[src/sv/mbbs_pkg.sv]
// Shared constants for the mask bounding box statistics core.
// Field widths, configuration register indexes and default parameter values.
// No dependencies.
`default_nettype none

package mbbs_pkg;

  localparam int CoordBits    = 12;
  localparam int DepthBits    = 8;
  localparam int FaceBits     = 3;
  localparam int CountBits    = 27;
  localparam int CountOutBits = 28;

  localparam int CfgIdxBits  = 2;
  localparam int CfgDataBits = 8;

  localparam logic [CfgIdxBits-1:0] CFG_CUBE_MODE  = 2'd0;
  localparam logic [CfgIdxBits-1:0] CFG_FRONT_FACE = 2'd1;

endpackage

`default_nettype wire

[src/sv/mask_bounding_box_statistics_core.sv]
// Top level of the mask bounding box statistics core.
// Pixel stream in, one frame summary out, two configuration registers.
// Depends on mbbs_pkg for widths, register indexes and parameter defaults.
`default_nettype none

// One pixel is taken per beat on the slave stream and one is processed per cycle:
// a beat lands in an input register, and from there it is compared against
// the running count, box and depth range and folded into them. The beat flagged
// with tlast is folded in as well, and then the frame summary is loaded into the
// output register and the statistics are cleared, so the next frame may follow
// without a gap. The input side only stalls while a finished summary is still
// waiting in the output register and the next frame's last pixel is ready to
// replace it. An empty frame reports -1 in every field. A frame whose set pixels
// all lie off the front face reports its count, with box_valid low and -1 in the
// box and depth fields. The configuration channel is always ready, and should be
// written only while no frame is in progress.
module mask_bounding_box_statistics_core #(
  parameter int COORD_BITS = mbbs_pkg::CoordBits,
  parameter int DEPTH_BITS = mbbs_pkg::DepthBits
) (
  input  wire                                   clk_i,
  input  wire                                   rst_ni,

  input  wire                                   cfg_valid_i,
  output logic                                  cfg_ready_o,
  input  wire  [mbbs_pkg::CfgIdxBits-1:0]       cfg_index_i,
  input  wire  [mbbs_pkg::CfgDataBits-1:0]      cfg_data_i,

  input  wire                                   s_axis_tvalid,
  output logic                                  s_axis_tready,
  // depth, pos_x, pos_y, zero padding
  input  wire  [((DEPTH_BITS+2*COORD_BITS+7)/8)*8-1:0] s_axis_tdata,
  // face
  input  wire  [mbbs_pkg::FaceBits-1:0]         s_axis_tuser,
  input  wire                                   s_axis_tlast,

  output logic                                  m_axis_tvalid,
  input  wire                                   m_axis_tready,
  // count, min_x, max_x, min_y, max_y, min_depth, max_depth, zero padding
  output logic [((mbbs_pkg::CountOutBits+4*(COORD_BITS+1)+2*(DEPTH_BITS+1)+7)/8)*8-1:0]
                                                m_axis_tdata,
  // box_valid
  output logic                                  m_axis_tuser
);

  localparam int FaceBits    = mbbs_pkg::FaceBits;
  localparam int CountBits   = mbbs_pkg::CountBits;
  localparam int CountOutW   = mbbs_pkg::CountOutBits;
  localparam int CoordOutW   = COORD_BITS + 1;
  localparam int DepthOutW   = DEPTH_BITS + 1;
  localparam int OutDataBits = CountOutW + 4 * CoordOutW + 2 * DepthOutW;
  localparam int OutTdataW   = ((OutDataBits + 7) / 8) * 8;

  // Configuration registers.
  logic                cube_mode_q;
  logic [FaceBits-1:0] front_face_q;

  assign cfg_ready_o = 1'b1;

  always_ff @(posedge clk_i or negedge rst_ni) begin
    if (!rst_ni) begin
      cube_mode_q  <= 1'b0;
      front_face_q <= '0;
    end else if (cfg_valid_i && cfg_ready_o) begin
      case (cfg_index_i)
        mbbs_pkg::CFG_CUBE_MODE:  cube_mode_q  <= cfg_data_i[0];
        mbbs_pkg::CFG_FRONT_FACE: front_face_q <= cfg_data_i[FaceBits-1:0];
        default: ;
      endcase
    end
  end

  // Input register.
  logic                  in_valid_q;
  logic                  in_last_q;
  logic [DEPTH_BITS-1:0] in_depth_q;
  logic [COORD_BITS-1:0] in_x_q;
  logic [COORD_BITS-1:0] in_y_q;
  logic [FaceBits-1:0]   in_face_q;

  logic advance;
  logic consume;

  assign advance       = !in_last_q || !m_axis_tvalid || m_axis_tready;
  assign consume       = in_valid_q && advance;
  assign s_axis_tready = !in_valid_q || advance;

  always_ff @(posedge clk_i or negedge rst_ni) begin
    if (!rst_ni) begin
      in_valid_q <= 1'b0;
      in_last_q  <= 1'b0;
    end else if (s_axis_tready) begin
      in_valid_q <= s_axis_tvalid;
      in_last_q  <= s_axis_tvalid && s_axis_tlast;
    end
  end

  always_ff @(posedge clk_i) begin
    if (s_axis_tready && s_axis_tvalid) begin
      in_depth_q <= s_axis_tdata[DEPTH_BITS-1:0];
      in_x_q     <= s_axis_tdata[DEPTH_BITS +: COORD_BITS];
      in_y_q     <= s_axis_tdata[DEPTH_BITS+COORD_BITS +: COORD_BITS];
      in_face_q  <= s_axis_tuser;
    end
  end

  // Running statistics.
  logic [CountBits-1:0]  count_q, count_d;
  logic [COORD_BITS-1:0] low_col_q, low_col_d, high_col_q, high_col_d;
  logic [COORD_BITS-1:0] low_row_q, low_row_d, high_row_q, high_row_d;
  logic [DEPTH_BITS-1:0] low_depth_q, low_depth_d, high_depth_q, high_depth_d;
  logic                  box_seen_q, box_seen_d;

  logic set_pixel;
  logic relevant;

  assign set_pixel = in_depth_q != '0;
  assign relevant  = !cube_mode_q || (in_face_q == front_face_q);

  always_comb begin
    count_d      = count_q;
    low_col_d    = low_col_q;
    high_col_d   = high_col_q;
    low_row_d    = low_row_q;
    high_row_d   = high_row_q;
    low_depth_d  = low_depth_q;
    high_depth_d = high_depth_q;
    box_seen_d   = box_seen_q;
    if (set_pixel) begin
      if (count_q != '1) begin
        count_d = count_q + CountBits'(1);
      end
      if (relevant) begin
        if (in_x_q < low_col_q)       low_col_d    = in_x_q;
        if (in_x_q > high_col_q)      high_col_d   = in_x_q;
        if (in_y_q < low_row_q)       low_row_d    = in_y_q;
        if (in_y_q > high_row_q)      high_row_d   = in_y_q;
        if (in_depth_q < low_depth_q) low_depth_d  = in_depth_q;
        if (in_depth_q > high_depth_q) high_depth_d = in_depth_q;
        box_seen_d = 1'b1;
      end
    end
  end

  always_ff @(posedge clk_i or negedge rst_ni) begin
    if (!rst_ni) begin
      count_q      <= '0;
      low_col_q    <= '1;
      high_col_q   <= '0;
      low_row_q    <= '1;
      high_row_q   <= '0;
      low_depth_q  <= '1;
      high_depth_q <= '0;
      box_seen_q   <= 1'b0;
    end else if (consume) begin
      if (in_last_q) begin
        count_q      <= '0;
        low_col_q    <= '1;
        high_col_q   <= '0;
        low_row_q    <= '1;
        high_row_q   <= '0;
        low_depth_q  <= '1;
        high_depth_q <= '0;
        box_seen_q   <= 1'b0;
      end else begin
        count_q      <= count_d;
        low_col_q    <= low_col_d;
        high_col_q   <= high_col_d;
        low_row_q    <= low_row_d;
        high_row_q   <= high_row_d;
        low_depth_q  <= low_depth_d;
        high_depth_q <= high_depth_d;
        box_seen_q   <= box_seen_d;
      end
    end
  end

  // Frame summary and output register.
  logic [CountOutW-1:0]   res_count;
  logic [CoordOutW-1:0]   res_min_x, res_max_x, res_min_y, res_max_y;
  logic [DepthOutW-1:0]   res_min_depth, res_max_depth;
  logic [OutDataBits-1:0] res_data;
  logic [OutTdataW-1:0]   out_data_d, out_data_q;
  logic                   out_valid_q;
  logic                   out_box_q;

  always_comb begin
    res_count = (count_d == '0) ? '1 : {{(CountOutW-CountBits){1'b0}}, count_d};
    if (box_seen_d) begin
      res_min_x     = {1'b0, low_col_d};
      res_max_x     = {1'b0, high_col_d};
      res_min_y     = {1'b0, low_row_d};
      res_max_y     = {1'b0, high_row_d};
      res_min_depth = {1'b0, low_depth_d};
      res_max_depth = {1'b0, high_depth_d};
    end else begin
      res_min_x     = '1;
      res_max_x     = '1;
      res_min_y     = '1;
      res_max_y     = '1;
      res_min_depth = '1;
      res_max_depth = '1;
    end
    res_data = {res_max_depth, res_min_depth, res_max_y, res_min_y,
                res_max_x, res_min_x, res_count};
    out_data_d = '0;
    out_data_d[OutDataBits-1:0] = res_data;
  end

  always_ff @(posedge clk_i or negedge rst_ni) begin
    if (!rst_ni) begin
      out_valid_q <= 1'b0;
    end else if (consume && in_last_q) begin
      out_valid_q <= 1'b1;
    end else if (m_axis_tready) begin
      out_valid_q <= 1'b0;
    end
  end

  always_ff @(posedge clk_i) begin
    if (consume && in_last_q) begin
      out_data_q <= out_data_d;
      out_box_q  <= box_seen_d;
    end
  end

  assign m_axis_tvalid = out_valid_q;
  assign m_axis_tdata  = out_data_q;
  assign m_axis_tuser  = out_box_q;

`ifndef SYNTHESIS
  // A finished frame leaves the statistics cleared.
  assert property (@(posedge clk_i) disable iff (!rst_ni)
    consume && in_last_q |=> count_q == '0 && !box_seen_q && low_col_q == '1)
    else $error("statistics not cleared after frame end");

  // Once a relevant pixel is seen, the box is well ordered.
  assert property (@(posedge clk_i) disable iff (!rst_ni)
    box_seen_q |-> low_col_q <= high_col_q && low_row_q <= high_row_q &&
                   low_depth_q <= high_depth_q)
    else $error("bounding box out of order");

  // A summary without a box carries -1 in its box fields.
  assert property (@(posedge clk_i) disable iff (!rst_ni)
    m_axis_tvalid && !m_axis_tuser |-> m_axis_tdata[CountOutW +: CoordOutW] == '1)
    else $error("invalid box reported with real coordinates");

  // A reported count is never zero.
  assert property (@(posedge clk_i) disable iff (!rst_ni)
    m_axis_tvalid |-> m_axis_tdata[CountOutW-1:0] != '0)
    else $error("zero count reported");

  // A pending last pixel is not dropped while a summary is stalled.
  assert property (@(posedge clk_i) disable iff (!rst_ni)
    in_valid_q && in_last_q && m_axis_tvalid && !m_axis_tready |=> in_valid_q && in_last_q)
    else $error("last pixel lost under output stall");
`endif

endmodule

`default_nettype wire
[config.mk]
export PLATFORM = sky130hd
export DESIGN_NAME = mask_bounding_box_statistics_core
export DESIGN_NICKNAME = d
export VERILOG_FILES = /design/src/sv/mbbs_pkg.sv /design/src/sv/mask_bounding_box_statistics_core.sv
export SDC_FILE = /design/constraint.sdc
export NUM_CORES = 1
export LEC_CHECK = 0
export ABC_CLOCK_PERIOD_IN_PS = 6450
export BUFFER_PORTS_ARGS = -buffer_cell sky130_fd_sc_hd__buf_2
export CORE_MARGIN = 4
export CORE_UTILIZATION = 58
export DETAILED_ROUTE_END_ITERATION = 7
export GPL_ROUTABILITY_DRIVEN = 0
export GPL_TIMING_DRIVEN = 0
export PLACE_DENSITY = 0.8
export SETUP_SLACK_MARGIN = 0.4
export SYNTH_ARGS = -nofsm -noshare
export SYNTH_HDL_FRONTEND = slang
export SYNTH_SLANG_ARGS = --single-unit
[constraint.sdc]
create_clock -name clk_i -period 6.45 [get_ports clk_i]
set_input_delay 0.9675 -clock clk_i [delete_from_list [all_inputs] [get_ports clk_i]]
set_output_delay 0.9675 -clock clk_i [all_outputs]
set_load 0.005 [all_outputs]
==> results.py <==
metrics = {
    "worst_setup_path": {
        "crit_end": "m_axis_tdata[5]",
        "crit_start": "count_q[3]",
        "rrSetupSlack_ns": 2.30,
        "crit_path_top_delay_cell": "a2111oi_1",
        "cp_max_fo": 10,
        "path_cells": "buf_2 -> nand4_4 -> or4_1 -> a2111oi_1 -> xnor2_1 -> nand4_1 -> or4_1 -> or4_1 -> buf_4 -> buf_6 -> nand2_1",
        "reg2reg_to": "m_axis_tdata[5]",
        "cpMostUsedCell": "or4_1",
        "reg2reg_depth": 11,
        "critPathKind": "flop to flop",
        "r2r-start": "count_q[3]",
        "slowest_delay_ns": 0.85,
        "critical_path_required_ns": 6.83,
        "critPathCaptureType": "flop",
        "cp.arrival_ns": 4.53,
        "start_kind": "flop",
    },
    "timing": {
        "maxSlewHeadroom": 0.408,
        "fin_crit_sh": 0.643,
        "min_period_ns": 4.15,
        "fin_hold_ws_ns": 0.393,
        "tightest_slew_ns": 0.886,
        "rsz0062_at_grt": "no",
        "max_freq_mhz": 241,
        "fin_setup_tns_ns": 0,
        "finalSetupViolations": 0,
        "maxSlewViolCount": 0,
        "clock_skew_ns": 0.0102,
        "hold_violations": 0,
    },
    "clocking": {
        "numCtsBuffers": 25,
        "cts_resized": 0,
        "cts_setup_buffers": 0,
        "cts_tree": "yes",
        "clk_path_buf_depth": 3,
        "cts_root_buf": "clkbuf_16",
        "cts.sinks": 228,
        "insertion_delay_ns": 0.52,
        "htreeDepth": 1,
        "path_clk_slew_ns": 0.06,
        "cts_hold_buf": 0,
    },
    "layout": {
        "layout_commonest_cell": "buf_2",
        "utilization": 0.690,
        "num_antenna_cells": 0,
        "fin_nets": 1308,
        "drive_gt1_frac": 0.213,
        "fillers": 1432,
        "final_cell_mix": "154 x buf_2, 142 x nand2_1, 129 x edfxtp_1",
        "area_growth_pct": 17.1,
    },
    "die": {
        "initial_core_util": 0.590,
        "die-width_um": 148,
        "core-area_mm2": 0.0194,
        "dieArea_mm2": 0.0220,
        "num_io_pins": 159,
        "core.rowCount": 51,
        "die_h_um": 148,
    },
    "power_and_ir_drop": {
        "total_power_mw": 4.74,
        "leakage_nw": 5.86,
        "ir_drop_mv": 0.239,
        "power_density_mw_per_mm2": 354,
    },
    "route": {
        "drt_wl_total_mm": 26.6,
        "drtIter0Drc": 743,
        "drtAntennaViolNets": 0,
        "via_count": 8544,
        "avgViaCountPerCell": 5.78,
        "dr.pass1.iters": 5,
        "wire_per_inst_um": 18.0,
        "drcViolationCount": 0,
    },
    "logic_synthesis": {
        "syn-cell-area_mm2": 0.0114,
        "seq_area_frac_synth": 0.559,
        "synth_edf_count": 129,
        "synth.area.top_cells": "edfxtp_1 34%, dfrtp_1 15%, dfstp_2 7.4%",
        "synth_cell_type_count": 61,
        "synth_top_area_share": 0.339,
        "synth_area_per_cell_um2": 11.3,
        "synth_flop_cell": "edfxtp_1",
        "async_reset_ff_frac": 0.434,
        "ys_seq_elements": 228,
        "yosysWarnings": 0,
        "synthCells": 1011,
        "yosys.area.top_type": "edfxtp_1",
    },
    "grt": {
        "grt_usage": 0.242,
        "first_global_vias": 8438,
        "gr-total-overflow": 0,
        "antenna_found_initial": 0,
        "grt_pass1_wl_mm": 43.2,
        "grt_max_degree": 69,
    },
    "placed_design": {
        "hpwlAfterDp_mm": 19.0,
        "io_buffer_count": 146,
    },
    "min_path": {
        "hp-class": "primary input to async pin",
    },
    "run": {
        "cap_violations": 0,
    },
    "run_status": {
        "status": "complete, no violations",
    },
}
[cells by family after synthesis]
kind of cell               Yosys count  share of synthesized area
muxes                               18                     0.0162
buffers and inverters              142                     0.0532
and+or+nand+nor                    272                      0.118
other                                2                   0.000657
xor gates and xnor gates            35                     0.0268
AOI/OAI and AO/OA                  252                      0.159
adders and majority gates           62                     0.0678
DFF                                228                      0.559
[synthesized netlist by cell type (5+ instances only)]
library cell / n
nor2b_1: 6
a21oi_1: 24
edfxtp_1: 129
a211oi_1: 6
nor2_1: 20
mux2i_1: 14
clkbuf_1: 45
a21o_1: 24
xor2_1: 18
dfstp_2: 32
or4_1: 6
nor3_1: 9
nand4_1: 19
nand2b_1: 8
and4_1: 5
and3_1: 5
o31ai_1: 8
and2_1: 8
a22o_1: 32
buf_2: 9
nand3_1: 19
ha_1: 62
o21ai_0: 43
inv_1: 68
dfrtp_1: 67
nand2_1: 142
nor4_1: 6
or3_1: 5
xnor2_1: 17
o211ai_1: 55
o22a_1: 32
buf_4: 13
[cell type report]
cell class / instances / area [µm²] / share of cell area
Timing Repair Buffer: 152 / 843 / 0.0630
Clock buffer: 34 / 679 / 0.0507
Sequential cell: 228 / 6390 / 0.477
Multi-Input combinational cell: 646 / 4470 / 0.334
Clock inverter: 12 / 68.8 / 0.00514
Inverter: 69 / 259 / 0.0193
Buffer: 73 / 349 / 0.0261
Tap cell: 265 / 332 / 0.0248
[per-layer routing]
| metal | vias up | wire length (µm) | global-route usage |
|---|---|---|---|
| met2 | 323 | 13000 | 0.413 |
| met4 | 0 | 705 | 0.0758 |
| met1 | 4085 | 11100 | 0.320 |
| met5 | - | 0 | 0 |
| met3 | 63 | 1810 | 0.0414 |
| li1 | 4073 | - | - |
[worst max-delay path, delay by kind of cell (launching register included)]
family,cells,cell delay (ns)
buffers and inverters,3,0.58
AO/OA/AOI/OAI,1,0.85
XOR/XNOR,1,0.25
flip-flops,1,0.32
AND/OR/NAND/NOR,6,2.01
[flip-flops by register name (all words and copies together), names as in the netlist, 12 cells and up]
signal	flops
count_q	27
high_col_q	12
high_row_q	12
in_x_q	12
in_y_q	12
low_col_q	12
low_row_q	12
m_axis_tdata	93
[worst min path at each step]
stage	startpoint	endpoint	slack (ns)
final	rst_ni	high_depth_q[2]	0.39
after detailed placement	high_col_q[5]	high_col_q[5]	0.48
after CTS	rst_ni	high_depth_q[2]	0.41
after global routing	rst_ni	high_depth_q[2]	0.43
after floorplan	box_seen_q	box_seen_q	0.45
after global placement	box_seen_q	box_seen_q	0.48
[where the power goes]
group          internal, mW  switching (mW)  total [mW]  leakage, nW
combinational         0.590           0.765        1.35         3.06
sequential             1.93           0.151        2.09         2.44
clock                 0.739           0.559        1.30        0.372
[stage by stage]
stage	std cells	area (µm²)	worst slack [ns]
6_report	1479	13400	2.30
5_1_grt	1479	13400	2.16
4_1_cts	1479	13400	2.37
3_5_place_dp	1433	12600	2.40
3_3_place_gp	1427	12500	-1.34
2_1_floorplan	1016	11500	0.690
Note: power is estimated with default switching activity, not from simulation.
